## config.mk

```make
export PLATFORM = sky130hd
export DESIGN_NAME = code_frame_bit_placer
export DESIGN_NICKNAME = d
export VERILOG_FILES = /design/src/hw/rtl/cfbp_pkg.sv /design/src/hw/rtl/code_frame_bit_placer.sv
export SDC_FILE = /design/constraint.sdc
export NUM_CORES = 1
export LEC_CHECK = 0
export ABC_CLOCK_PERIOD_IN_PS = 4400
export BUFFER_PORTS_ARGS = -buffer_cell sky130_fd_sc_hd__buf_2
export CORE_MARGIN = 4
export CORE_UTILIZATION = 59
export DETAILED_ROUTE_END_ITERATION = 12
export PLACE_DENSITY_LB_ADDON = 0.3
export SYNTH_ARGS = -nofsm -noshare
export SYNTH_HDL_FRONTEND = slang
export SYNTH_SLANG_ARGS = --single-unit
export TNS_END_PERCENT = 5
```

## constraint.sdc

```tcl
create_clock -name clk -period 4.4 [get_ports clk]
set_input_delay 0.22 -clock clk [delete_from_list [all_inputs] [get_ports clk]]
set_output_delay 0.22 -clock clk [all_outputs]
set_load 0.01 [all_outputs]
```

## src/hw/rtl/cfbp_pkg.sv

```systemverilog
// Shared constants for the code frame bit placer.
`timescale 1ns / 1ps

package cfbp_pkg;

  // Field widths of the request channels
  localparam int DATA_W     = 8;
  localparam int CFG_W      = 13;
  localparam int FRAME_IDX_W = 24;
  localparam int PIX_POS_W  = 12;
  localparam int CHAN_W     = 2;
  localparam int LEVEL_W    = 8;
  localparam int OUT_DATA_W = 64;

  // Geometry of the finder corners
  localparam int FINDER  = 8;
  localparam int DIM_MIN = 17;

  // Pixel levels
  localparam logic [LEVEL_W-1:0] LEVEL_ONE  = 8'd255;
  localparam logic [LEVEL_W-1:0] LEVEL_ZERO = 8'd0;

  // Configuration register indexes
  localparam logic REG_COLUMNS = 1'b0;
  localparam logic REG_ROWS    = 1'b1;

  // Band codes
  localparam logic [1:0] BAND_TOP    = 2'd0;
  localparam logic [1:0] BAND_MIDDLE = 2'd1;
  localparam logic [1:0] BAND_BOTTOM = 2'd2;

  // Channel phase limits
  localparam logic [CHAN_W-1:0] CHAN_FIRST = 2'd0;
  localparam logic [CHAN_W-1:0] CHAN_LAST  = 2'd2;

endpackage

```

## src/hw/rtl/code_frame_bit_placer.sv

```systemverilog
// Top level of the code frame bit placer: byte in, eight pixel-channel writes out.
`timescale 1ns / 1ps

// The byte is registered in the sequencer, and each of its writes then reaches out_* through the output register.
// One write per cycle while out_* is not stalled, from the single position stepping
//   unit; the next byte is taken in the cycle the eighth write is loaded.
// Output stalls hold the stepping unit; in_tready stays low while a byte is in work, until its eighth write is loaded.
// Reset (rst_n low, synchronous): position to frame 0 / row 0 / column 8 / channel 0,
//   columns 200, rows 100, no request pending.
module code_frame_bit_placer #(
  parameter int POS_BITS   = 12,
  parameter int FRAME_BITS = 24
) (
  input  logic                              clk,
  input  logic                              rst_n,
  // configuration write port
  input  logic                              cfg_we,
  input  logic                              cfg_addr,
  input  logic [cfbp_pkg::CFG_W-1:0]        cfg_wdata,
  // input requests
  input  logic                              in_tvalid,
  output logic                              in_tready,
  input  logic [cfbp_pkg::DATA_W-1:0]       in_tdata,   // [7:0] data_byte
  // result requests
  output logic                              out_tvalid,
  input  logic                              out_tready,
  // [23:0] frame_index, [35:24] pixel_row, [47:36] pixel_column,
  // [49:48] colour_channel, [57:50] pixel_level, [63:58] zero
  output logic [cfbp_pkg::OUT_DATA_W-1:0]   out_tdata,
  output logic                              out_tuser,  // [0] opens_frame
  output logic                              out_tlast   // last_of_byte
);

  localparam int PW  = POS_BITS + 1;
  localparam int DW  = (PW > cfbp_pkg::CFG_W) ? PW : cfbp_pkg::CFG_W;
  localparam int RW  = (POS_BITS > cfbp_pkg::PIX_POS_W) ? POS_BITS : cfbp_pkg::PIX_POS_W;
  localparam int FW  = (FRAME_BITS > cfbp_pkg::FRAME_IDX_W) ? FRAME_BITS
                                                             : cfbp_pkg::FRAME_IDX_W;
  localparam logic [DW-1:0]         DIM_MAX   = DW'(1) << POS_BITS;
  localparam logic [DW-1:0]         DIM_MIN_D = DW'(cfbp_pkg::DIM_MIN);
  localparam logic [PW-1:0]         FIND_P    = PW'(cfbp_pkg::FINDER);
  localparam logic [POS_BITS-1:0]   FIND_S    = POS_BITS'(cfbp_pkg::FINDER);
  localparam logic [FRAME_BITS-1:0] FRAME_MAX = {FRAME_BITS{1'b1}};

  // Configuration registers
  logic [cfbp_pkg::CFG_W-1:0] cfg_cols_r, cfg_rows_r;

  always_ff @(posedge clk) begin
    if (!rst_n) begin
      cfg_cols_r <= cfbp_pkg::CFG_W'(200);
      cfg_rows_r <= cfbp_pkg::CFG_W'(100);
    end else if (cfg_we) begin
      case (cfg_addr)
        cfbp_pkg::REG_COLUMNS: cfg_cols_r <= cfg_wdata;
        cfbp_pkg::REG_ROWS:    cfg_rows_r <= cfg_wdata;
        default: ;
      endcase
    end
  end

  // Clamped dimensions and band bounds, registered
  logic [DW-1:0] cols_ext, rows_ext, cols_cl, rows_cl;
  logic [PW-1:0] cols_r, rows_r, cols_m8_r, rows_m8_r;

  always_comb begin
    cols_ext = DW'(cfg_cols_r);
    rows_ext = DW'(cfg_rows_r);
    if (cols_ext < DIM_MIN_D)    cols_cl = DIM_MIN_D;
    else if (cols_ext > DIM_MAX) cols_cl = DIM_MAX;
    else                         cols_cl = cols_ext;
    if (rows_ext < DIM_MIN_D)    rows_cl = DIM_MIN_D;
    else if (rows_ext > DIM_MAX) rows_cl = DIM_MAX;
    else                         rows_cl = rows_ext;
  end

  always_ff @(posedge clk) begin
    cols_r    <= cols_cl[PW-1:0];
    rows_r    <= rows_cl[PW-1:0];
    cols_m8_r <= cols_cl[PW-1:0] - FIND_P;
    rows_m8_r <= rows_cl[PW-1:0] - FIND_P;
  end

  // Sequencer state
  logic                           busy_r, busy_nxt;
  logic [2:0]                     bit_cnt_r, bit_cnt_nxt;
  logic [cfbp_pkg::DATA_W-1:0]    byte_r, byte_nxt;
  logic [1:0]                     band_r, band_nxt;
  logic [POS_BITS-1:0]            row_r, row_nxt;
  logic [POS_BITS-1:0]            col_r, col_nxt;
  logic [cfbp_pkg::CHAN_W-1:0]    chan_r, chan_nxt;
  logic [FRAME_BITS-1:0]          frame_r, frame_nxt;

  logic load, in_fire, last_bit;
  assign load      = busy_r && (!out_tvalid || out_tready);
  assign last_bit  = (bit_cnt_r == 3'd7);
  assign in_tready = !busy_r || (load && last_bit);
  assign in_fire   = in_tvalid && in_tready;

  // Position stepping unit: one channel step per loaded write
  logic [PW-1:0] col_inc, row_inc;

  always_comb begin
    col_inc   = PW'(col_r) + PW'(1);
    row_inc   = PW'(row_r) + PW'(1);
    band_nxt  = band_r;
    row_nxt   = row_r;
    col_nxt   = col_r;
    chan_nxt  = chan_r;
    frame_nxt = frame_r;
    if (load) begin
      if (chan_r < cfbp_pkg::CHAN_LAST) begin
        chan_nxt = chan_r + 2'd1;
      end else begin
        chan_nxt = cfbp_pkg::CHAN_FIRST;
        col_nxt  = col_inc[POS_BITS-1:0];
        case (band_r)
          cfbp_pkg::BAND_TOP: begin
            if (col_inc >= cols_m8_r) begin
              col_nxt = FIND_S;
              row_nxt = row_inc[POS_BITS-1:0];
              if (row_inc >= FIND_P) begin
                band_nxt = cfbp_pkg::BAND_MIDDLE;
                row_nxt  = FIND_S;
                col_nxt  = '0;
              end
            end
          end
          cfbp_pkg::BAND_MIDDLE: begin
            if (col_inc >= cols_r) begin
              col_nxt = '0;
              row_nxt = row_inc[POS_BITS-1:0];
              if (row_inc >= rows_m8_r) begin
                band_nxt = cfbp_pkg::BAND_BOTTOM;
                row_nxt  = rows_m8_r[POS_BITS-1:0];
                col_nxt  = FIND_S;
              end
            end
          end
          default: begin
            // bottom band, also the unused code
            if (col_inc >= cols_r) begin
              col_nxt = FIND_S;
              row_nxt = row_inc[POS_BITS-1:0];
              if (row_inc >= rows_r) begin
                band_nxt = cfbp_pkg::BAND_TOP;
                row_nxt  = '0;
                col_nxt  = FIND_S;
                if (frame_r != FRAME_MAX) frame_nxt = frame_r + FRAME_BITS'(1);
              end
            end
          end
        endcase
      end
    end
  end

  // Byte sequencing
  always_comb begin
    busy_nxt    = busy_r;
    bit_cnt_nxt = bit_cnt_r;
    byte_nxt    = byte_r;
    if (load) begin
      bit_cnt_nxt = bit_cnt_r + 3'd1;
      if (last_bit) busy_nxt = 1'b0;
    end
    if (in_fire) begin
      busy_nxt    = 1'b1;
      bit_cnt_nxt = '0;
      byte_nxt    = in_tdata;
    end
  end

  always_ff @(posedge clk) begin
    if (!rst_n) begin
      busy_r    <= 1'b0;
      bit_cnt_r <= '0;
      band_r    <= cfbp_pkg::BAND_TOP;
      row_r     <= '0;
      col_r     <= FIND_S;
      chan_r    <= cfbp_pkg::CHAN_FIRST;
      frame_r   <= '0;
    end else begin
      busy_r    <= busy_nxt;
      bit_cnt_r <= bit_cnt_nxt;
      band_r    <= band_nxt;
      row_r     <= row_nxt;
      col_r     <= col_nxt;
      chan_r    <= chan_nxt;
      frame_r   <= frame_nxt;
    end
  end

  always_ff @(posedge clk) begin
    byte_r <= byte_nxt;
  end

  // Output register
  logic                          out_valid_r, out_valid_nxt;
  logic [cfbp_pkg::FRAME_IDX_W-1:0] o_frame_r;
  logic [cfbp_pkg::PIX_POS_W-1:0]   o_row_r, o_col_r;
  logic [cfbp_pkg::CHAN_W-1:0]      o_chan_r;
  logic [cfbp_pkg::LEVEL_W-1:0]     o_level_r;
  logic                             o_open_r, o_last_r;
  logic [RW-1:0]                    row_wide, col_wide;
  logic [FW-1:0]                    frame_wide;
  logic                             at_start, bit_val;

  assign row_wide   = RW'(row_r);
  assign col_wide   = RW'(col_r);
  assign frame_wide = FW'(frame_r);
  assign at_start   = (band_r == cfbp_pkg::BAND_TOP) && (row_r == '0) &&
                      (col_r == FIND_S) && (chan_r == cfbp_pkg::CHAN_FIRST);
  assign bit_val    = byte_r[bit_cnt_r];

  always_comb begin
    out_valid_nxt = out_valid_r;
    if (load)            out_valid_nxt = 1'b1;
    else if (out_tready) out_valid_nxt = 1'b0;
  end

  always_ff @(posedge clk) begin
    if (!rst_n) out_valid_r <= 1'b0;
    else        out_valid_r <= out_valid_nxt;
  end

  always_ff @(posedge clk) begin
    if (load) begin
      o_frame_r <= frame_wide[cfbp_pkg::FRAME_IDX_W-1:0];
      o_row_r   <= row_wide[cfbp_pkg::PIX_POS_W-1:0];
      o_col_r   <= col_wide[cfbp_pkg::PIX_POS_W-1:0];
      o_chan_r  <= chan_r;
      o_level_r <= bit_val ? cfbp_pkg::LEVEL_ONE : cfbp_pkg::LEVEL_ZERO;
      o_open_r  <= at_start && (frame_r != '0);
      o_last_r  <= last_bit;
    end
  end

  assign out_tvalid = out_valid_r;
  assign out_tdata  = {6'd0, o_level_r, o_chan_r, o_col_r, o_row_r, o_frame_r};
  assign out_tuser  = o_open_r;
  assign out_tlast  = o_last_r;

`ifndef SYNTH
  // channel phase only runs 0..2
  a_chan_range: assert property (@(posedge clk) disable iff (!rst_n)
    chan_r != 2'd3) else $error("channel phase left its range");

  // a new byte is taken while busy only when the eighth write is being loaded
  a_accept_busy: assert property (@(posedge clk) disable iff (!rst_n)
    (in_fire && busy_r) |-> (load && last_bit))
    else $error("byte taken in the middle of a byte");

  // after the eighth write with no new byte the sequencer goes idle
  a_idle_after: assert property (@(posedge clk) disable iff (!rst_n)
    (load && last_bit && !in_fire) |=> !busy_r)
    else $error("sequencer stayed busy after the eighth write");

  // the eighth write is flagged as last
  a_last_flag: assert property (@(posedge clk) disable iff (!rst_n)
    (load && last_bit) |=> (out_tvalid && out_tlast))
    else $error("eighth write not flagged as last");
`endif

endmodule

```

[Word level (Yosys, flattened, before mapping)]
Index checks and enable logic that the tools add are counted.
Storage, ports and cells
  output and inout port bits: 68
  bits of input ports: 27
  word-level logic and storage cells: 114
  flip-flop bits (word level): 203
Operators by class
  mux-type cells: 33
  bitwise gates (word level): 4
  order comparisons: 11
  eq/ne operators: 8
  reductions and logical operators: 29
  add/subtract/negate cells: 7
Operator list (number)
  12-bit two-way mux: 9
  13-bit greater-or-equal comparator: 4
  13-bit two-way mux: 4
  12-bit one-hot mux with 2 select lines: 2
  12-bit by 1-bit adder with 13-bit output, second input constant: 2
  13-bit > comparator, second input constant: 2
  13-bit by 5-bit < comparator with 1-bit output, second input constant: 2
  13-bit by 4-bit subtractor with 13-bit output, second input constant: 2
  24-bit by 1-bit adder with 24-bit output, second input constant: 1
  24-bit inequality test, second input constant: 1
  24-bit nonzero test: 1
  2-bit two-way mux: 7
  13-bit by 4-bit greater-or-equal comparator with 1-bit output, second input constant: 1
  12-bit by 4-bit == test with 1-bit output, second input constant: 1
  12-bit logical NOT: 1
  4-bit two-way mux: 2
  8-bit two-way mux: 1
  2-bit inequality test, second input constant: 4
  2-bit AND reduction: 4
  8-bit AND reduction: 1
  2-bit nonzero test: 4
  1-bit logical AND: 7
  1-bit two-way mux: 6
  6-bit AND reduction: 1
  other kinds (15): 22

[Depth between registers and ports, before layout]
Gate-level depths: netlist of run 1.
  depth in word-level cells: 8
  mapped depth: 16
  mapped depth without buffers: 15

[Worst setup path after synthesis of run 1]
OpenSTA, ideal clock, no wires.
  path type: register -> register
  start point: reg col_r[0]
  end point: reg row_r[2]
  arrival: 3.336 ns
  library setup time: 0.092 ns
  setup slack: 0.971 ns
  stages on the path, launching flop included: 17
  period minus slack after synthesis: 3.429 ns
  data required time: 4.308 ns
  path buffers: 1
  cells stage by stage: dfxtp_1 -> ha_1 -> nand3_1 -> nor2_1 -> and3_1 -> nand3_1 -> xnor2_1 -> ha_1 -> a21o_1 -> a21oi_1 -> nor2b_1 -> a311oi_1 -> nand3_1 -> nand3_1 -> clkbuf_1 -> a21oi_1 -> o32ai_1
Between the ends
  word-level cells in the longest chain between the ends: 4
  elaborated cells between the ends (all ways): 7
  classes of those cells: 1 x add/sub; 2 x order compare; 2 x eq/ne; 2 x reduce/logical
Ends and longest elaborated chain
  start: declaration: RTL line code_frame_bit_placer.sv:89  | logic [POS_BITS-1:0] col_r, col_nxt;
  start signal: assignment: RTL line code_frame_bit_placer.sv:187  | col_r <= col_nxt;
  12-bit by 1-bit adder with 13-bit output *: RTL line code_frame_bit_placer.sv:103  | col_inc = PW'(col_r) + PW'(1);
  13-bit greater-or-equal comparator (on tied branches): RTL line code_frame_bit_placer.sv:129, code_frame_bit_placer.sv:141, code_frame_bit_placer.sv:118
  2-bit inequality test (no source line) or 2-bit nonzero test (tied branches)
  5-bit AND reduction (no source line) *
  end signal: assignment: RTL line code_frame_bit_placer.sv:186  | row_r <= row_nxt;
  end: declaration: RTL line code_frame_bit_placer.sv:88  | logic [POS_BITS-1:0] row_r, row_nxt;
Mark *: on every way between the ends. The rest lies on a longest branch, timed or not.
A chain may end at the register's enable or synchronous reset.

[Final worst setup path of run 1]
  start point: reg col_r[0]
  end point: reg frame_r[5]
Between the ends
  word-level cells in the longest chain between the ends: 3
Ends and longest elaborated chain
  12-bit by 1-bit adder with 13-bit output: RTL line code_frame_bit_placer.sv:103
  13-bit greater-or-equal comparator: RTL line code_frame_bit_placer.sv:141  | if (col_inc >= cols_r) begin
  6-bit AND reduction (no source line)
  end signal: assignment: RTL line code_frame_bit_placer.sv:189  | frame_r <= frame_nxt;
  end: declaration: RTL line code_frame_bit_placer.sv:91  | logic [FRAME_BITS-1:0] frame_r, frame_nxt;
No other way between the ends.

==> results of run 1 <==
==> synth_stat cells, types with 5 or more instances <==
library cell | instances | area (um^2)
a221oi_1 | 7 | 61.3
ha_1 | 53 | 663
nand2b_1 | 21 | 131
a22o_1 | 7 | 61.3
edfxtp_1 | 61 | 1830
a211oi_1 | 9 | 67.6
nor3b_1 | 5 | 37.5
and4_1 | 5 | 43.8
dfxtp_1 | 129 | 2580
buf_4 | 15 | 113
nor2b_1 | 15 | 93.8
or3_1 | 11 | 68.8
and2_1 | 10 | 62.6
o31ai_1 | 10 | 75.1
a21oi_1 | 63 | 315
xor2_1 | 15 | 131
o21ai_0 | 39 | 195
or4_1 | 10 | 75.1
nand4_1 | 11 | 68.8
and3_1 | 13 | 81.3
nand2_1 | 108 | 405
mux2i_1 | 7 | 70.1
nand3_1 | 39 | 195
a21o_1 | 10 | 75.1
nor2_1 | 38 | 143
xnor2_1 | 18 | 158
buf_2 | 9 | 45.0
o22ai_1 | 5 | 31.3
clkbuf_1 | 24 | 90.1
inv_1 | 76 | 285
nor3_1 | 20 | 100
nor4_1 | 18 | 113
==> layer usage <==
layer  global-route usage [%]  share of wire [%]  vias to the layer above
met4                     7.70                1.9                        0
li1                         -                  -                     3461
met5                        0                  0                        -
met3                     4.36                5.5                       34
met2                     38.8                 50                      219
met1                     29.0                 43                     3236
==> area by class of cell <==
| cell class | count | area, um^2 |
|---|---|---|
| fill | 1149 | 4560 |
| sequential | 190 | 4410 |
| multi-input combinational | 622 | 4100 |
| timing repair buffer | 105 | 588 |
| clock buffer | 20 | 447 |
| inverter | 76 | 285 |
| tap | 184 | 230 |
| clock inverter | 12 | 135 |
==> worst max path at each step <==
| stage | startpoint | to | slack [ns] | cells past startpoint |
|---|---|---|---|---|
| finish | col_r[0] | frame_r[5] | 0.36 | 15 |
| global route | col_r[0] | frame_r[5] | 0.03 | 15 |
| CTS | col_r[0] | frame_r[9] | 0.15 | 15 |
| detailed placement | col_r[0] | frame_r[9] | 0.22 | 15 |
| global placement | col_r[0] | frame_r[9] | 0.35 | 15 |
| floorplan | col_r[0] | row_r[2] | 0.97 | 16 |
==> layout by cell type (no fill, tap or decap), drive strengths merged, types with 10 or more instances in the layout <==
cell type and n:
edfxtp 61, and2 10, o31ai 10, nand2 108
or4 11, nand2b 21, a21oi 63, xnor2 18
xor2 15, buf 97, nand4 12, nand3 39
nor2 38, inv 80, a21o 10, and3 13
o21ai 40, clkbuf 20, or3 11, nor2b 15
nor3 21, a211oi 10, dfxtp 129, nor4 18
ha 53
==> through the flow <==
stage | utilization, % | instances | setup slack [ns]
2_1_floorplan | - | 940 | 0.971
3_3_place_gp | 64.3 | 1169 | 0.345
3_5_place_dp | 64.3 | 1169 | 0.216
4_1_cts | 68.8 | 1209 | 0.154
5_1_grt | 69.1 | 1209 | 0.0331
6_report | 69.1 | 1209 | 0.362
==> state kept, by name, summed over array words and instances (netlist names), 12 cells and up <==
register,cells
frame_r,24
row_r,12
col_r,12
cfg_cols_r,13
o_frame_r,24
rows_m8_r,13
cfg_rows_r,13
cols_m8_r,13
o_row_r,12
o_col_r,12
==> where the power goes <==
part	switching [mW]	leakage (nW)	internal [mW]
combinational	0.164	2.34	0.108
clock	0.658	0.287	0.858
sequential	0.0443	1.63	1.89
total	0.867	4.26	2.86
==> worst min-delay path, delay by kind of cell <==
family	cells	cell delay, ns
AO/OA/AOI/OAI	1	0.04
buffers and inverters	1	0.09
AND/OR/NAND/NOR	1	0.07
==> timing repair <==
item                                    in CTS  in global routing
hold endpoints to repair                     8                  0
hold buffers                                 8                  0
endpoints found under the setup margin       0                 28
gates resized for setup                      0                  8
==> logic make-up (layout without fill, tap and decap cells) <==
family,after synthesis,after routing
other,1,8
adders and majority gates,53,53
xor gates and xnor gates,35,35
muxes,12,12
and+or+nand+nor,335,335
AOI/OAI and AO/OA,179,179
DFF,190,190
buffers and inverters,128,213
==> qor.yml, run 1 <==
synthMuxAreaShare_pct: 1.65
end_kind: "register"
io_buffers: 88
antenna_found_initial: 0
peakVddDrop_uv: 248
drc: 0
ant_nets: 0
worstPathRequired_ns: 4.75
fmax_mhz: 248
synth_simple_gate_area_share_pct: 19.1
chipWidth_um: 132
slew_headroom_pct: 25.4
synth_compound_area_share_pct: 12.8
holdWs_ns: 0.0213
syn_area_um2: 9000
synth_adder_area_share_pct: 7.37
rsz0062_at_grt: "false"
io_pins: 95
die_area_um2: 17300
syn-instance-count: 933
start_util_pct: 61.0
grt_overflow_total: 0
grt_pass1_vias: 6684
drtIter0Drc: 437
critPathTopFamily: "simple AND/OR/NAND/NOR gates"
clk_path_buf_depth: 2
detailed_place_hpwl_um: 13900
seq_area_frac_synth_pct: 49.1
yosys.cell_types.count: 64
cp_slowest_cell: "dfxtp_1"
final_nets: 1092
r2r_start: "col_r[0]"
power_mw: 3.72
maxCapViolations: 0
worstRegToRegCells: 15
startpoint_type: "register"
reg2reg_slack_ns: 0.36
avgSynthCellArea_um2: 9.64
std_cell_rows: 44
hold_start: "in_tvalid"
holdPathEnd: "busy_r"
hold_violations: 0
htree_levels: 4
synth-edff-count: 61
ys_seq_elements: 190
grt_max_degree: 57
hp-class: "input port to register"
outcome: "finished, final reports clean"
fin_area_um2: 10200
grtUsageTotal_pct: 22.7
async_flop_share_pct: 0
cts_tree: "yes"
setup_viol: 0
cts_setup_buffers: 0
wire_per_inst_um: 16.1
worstPathMaxFanout: 13
path_buf_inv: 1
yosysWarnings: 0
route.vias.total: 6950
antennaDiodeCount: 0
clkTransAtPathRegs_ns: 0.07
die-height_um: 132
worstPathArrival_ns: 4.39
crit_path_max_incr_delay_ns: 0.45
tightest_slew_ns: 1.12
cts_root_buffer: "clkbuf_16"
cts_buffers: 17
synth_top_family_by_area: "simple AND/OR/NAND/NOR gates"
worstHoldPathCells: 3
insertion_delay_ns: 0.43
fin_setup_tns_ns: 0
avgViaCountPerCell: 5.75
clock-sinks: 190
dr.pass1.iters: 5
drt_wl_total_um: 19500
regToRegEndpoint: "frame_r[5]"
place_area_um2: 9490
min_period_over_period_pct: 91.8
cellPowerDensity_nw_per_um2: 365
place.gp.congestion: 0.877
area_delta_synth_final_pct: 13.3
coreArea_um2: 14800
synth-xor-area-share_pct: 3.73
finalCriticalPeriod_ns: 4.04
path_class: "register to register"
grt_pass1_wl_um: 32400
worstPathCellList: "ha_1, nand3_1, nor2_1, and3_1, xor2_1, ha_1, and4_1, nand3_1, nor4_1, a211oi_1, a21oi_2, o2111ai_4, buf_4, or3_1, a21oi_1"
fin_skew_ns: 0.00964
slew_violations: 0
synth_ff_type: "dfxtp_1"
drive_gt1_share_pct: 14.4
power.leakage_nw: 4.26
(Power assumes the default switching activity.)
==> run 2, diff against run 1 <==
Settings changed: ABC_CLOCK_PERIOD_IN_PS 4400 to 4620, CTS_CLUSTER_SIZE set to 28, REMOVE_ABC_BUFFERS set to 1.
Clock period 4.4 ns to 4.62 ns, I/O delays scaled along.
==> qor.yml, run 2 (synthesis gave the netlist of run 1 again) <==
top_regs: "frame_r x24, o_frame_r x24"
final_common_cell: "dfxtp_1"
fin_setup_tns_ns: 0  # unchanged
route.vias.total: 6909  # -0.59%
finalCriticalPeriod_ns: 4.22  # +0.183 ns
layout_common_cells: "dfxtp_1 (129), nand2_1 (108), buf_2 (88), inv_1 (75), a21oi_1 (63)"
power.leakage_nw: 4.20  # -1.2%
drt_wl_total_um: 19200  # -1.7%
drtIter0Drc: 444  # +1.6%
min_period_over_period_pct: 91.4  # -0.40 points
htree_levels: 4  # unchanged
hold_violations: 0  # unchanged
place.gp.congestion: 0.877  # about the same
setup_viol: 0  # unchanged
antennaDiodeCount: 0  # unchanged
grt_pass1_vias: 6582  # -1.5%
fin_skew_ns: 0.00866  # -0.000977 ns
fmax_mhz: 237  # -4.3%
worstHoldPathCells: 3  # unchanged
worstPathRequired_ns: 4.98  # +0.23 ns
crit_path_max_incr_delay_ns: 0.59  # +0.14 ns
coreArea_um2: 14800  # unchanged
path_class: "register to register"
worstRegToRegCells: 14  # -1
io_pins: 95  # unchanged
drc: 0  # unchanged
worstPathMaxFanout: 20  # +7
clk_path_buf_depth: 2  # unchanged
cp_slowest_cell: "or4_1"
std_cell_rows: 44  # unchanged
grt_overflow_total: 0  # unchanged
tightest_slew_ns: 1.10  # -0.0200 ns
regToRegEndpoint: "frame_r[10]"
detailed_place_hpwl_um: 13500  # -3.1%
die_area_um2: 17300  # unchanged
drive_gt1_share_pct: 13.1  # -1.3 points
area_delta_synth_final_pct: 12.1
end_kind: "register"
rsz0062_at_grt: "false"
grt_pass1_wl_um: 31800  # -2.0%
dr.pass1.iters: 5  # unchanged
slew_violations: 0  # unchanged
grt_max_degree: 57  # unchanged
holdPathEnd: "cfg_cols_r[3]"
clkTransAtPathRegs_ns: 0.06  # about the same
cts_setup_buffers: 0  # unchanged
die-height_um: 132  # unchanged
grtUsageTotal_pct: 22.3  # -0.43 points
wire_per_inst_um: 15.9  # -1.3%
worstPathCellList: "ha_1, nand3_1, nor2_1, and3_1, xor2_1, ha_1, and4_1, nand3_1, nor4_1, a211oi_1, a21oi_1, o211ai_2, or4_1, a21oi_1"
cts_buffers: 17  # unchanged
avgViaCountPerCell: 5.74  # -0.18%
slew_headroom_pct: 26.7  # +1.3 points
cts_tree: "yes"
peakVddDrop_uv: 278  # +12%
r2r_start: "col_r[0]"
outcome: "finished, final reports clean"
antenna_found_initial: 0  # unchanged
maxCapViolations: 0  # unchanged
utilization_pct: 68.4  # -0.72 points
insertion_delay_ns: 0.43  # about the same
ant_nets: 0  # unchanged
n_fill_cell: 1173  # +2.1%
reg2reg_slack_ns: 0.40  # +0.04 ns
worstPathArrival_ns: 4.58  # +0.19 ns
cellPowerDensity_nw_per_um2: 347  # -5.0%
final_nets: 1087  # -0.46%
chipWidth_um: 132  # unchanged
clock-sinks: 190  # unchanged
startpoint_type: "register"
hold_start: "cfg_wdata[3]"
io_buffers: 88  # unchanged
cts_root_buffer: "clkbuf_16"
hp-class: "input port to register"
start_util_pct: 61.0  # unchanged
-- run 2: cell count changes in the layout (fill, tap and decap cells not counted), sizes merged --
| cell | previous run | this run |
|---|---|---|
| buf | 97 | 92 |
| clkbuf | 20 | 22 |
| clkinv | 6 | 4 |
| clkinvlp | 0 | 2 |
| inv | 80 | 78 |
-- run 2: critical path: cells and delay by family, from the launching register on --
family / cells / cell delay [ns]
xor+xnor: 1 / 0.12
compound gates: 4 / 1.02
fa+ha+maj: 2 / 0.62
flops: 1 / 0.43
simple gates: 7 / 1.95
-- run 2: per-stage QoR --
step | power [mW] | worst slack (ns) | instance area [um^2] | hold slack (ns) | instances
after detailed placement | 2.13 | 0.531 | 9450 | 0.410 | 1164
final | 3.50 | 0.398 | 10100 | 0.0312 | 1204
after global placement | 2.12 | 0.682 | 9450 | 0.409 | 1164
after CTS | 3.52 | 0.454 | 10100 | 0.0174 | 1204
after global routing | 3.63 | 0.112 | 10100 | 0.0414 | 1204
after floorplan | 2.03 | 0.916 | 8750 | 0.303 | 888
-- run 2: where the power goes --
group / switching (mW) / total (mW) / internal, mW
sequential: 0.0418 / 1.84 / 1.80
clock: 0.600 / 1.40 / 0.799
combinational: 0.156 / 0.258 / 0.102
-- run 2: cell type report --
| type | count | area (um^2) | area share (%) |
|---|---|---|---|
| repair buffers | 100 | 551 | 5.46 |
| clock buffers | 22 | 444 | 4.40 |
| inverters | 76 | 285 | 2.83 |
| flip-flops and latches | 190 | 4410 | 43.7 |
| multi-input cells | 622 | 4050 | 40.1 |
| well taps | 184 | 230 | 2.28 |
| clock inverters | 10 | 118 | 1.17 |
-- run 2: metal layers --
layer  up-vias  wire, um  global-route usage, %
li1       3430         -                      -
met1      3232      8360                   28.6
met2       222      9370                   37.3
met3        25      1150                   4.78
met4         0       272                   7.99
met5         -         0                      0
-- run 2: repair_timing --
action                                 in CTS  in global routing
gates resized for setup                     0                  0
endpoints found under the hold margin       8                  0
hold buffers                                8                  0
-- run 2: worst max-delay path by stage --
stage                  endpoint  slack (ns)      from  cells after the start
floorplan           frame_r[21]        0.92  col_r[0]                     14
global placement       col_r[6]        0.68  col_r[0]                     15
detailed placement  frame_r[18]        0.53  col_r[0]                     14
CTS                 frame_r[10]        0.45  col_r[0]                     14
global route        frame_r[20]        0.11  col_r[0]                     14
finish              frame_r[10]        0.40  col_r[0]                     14
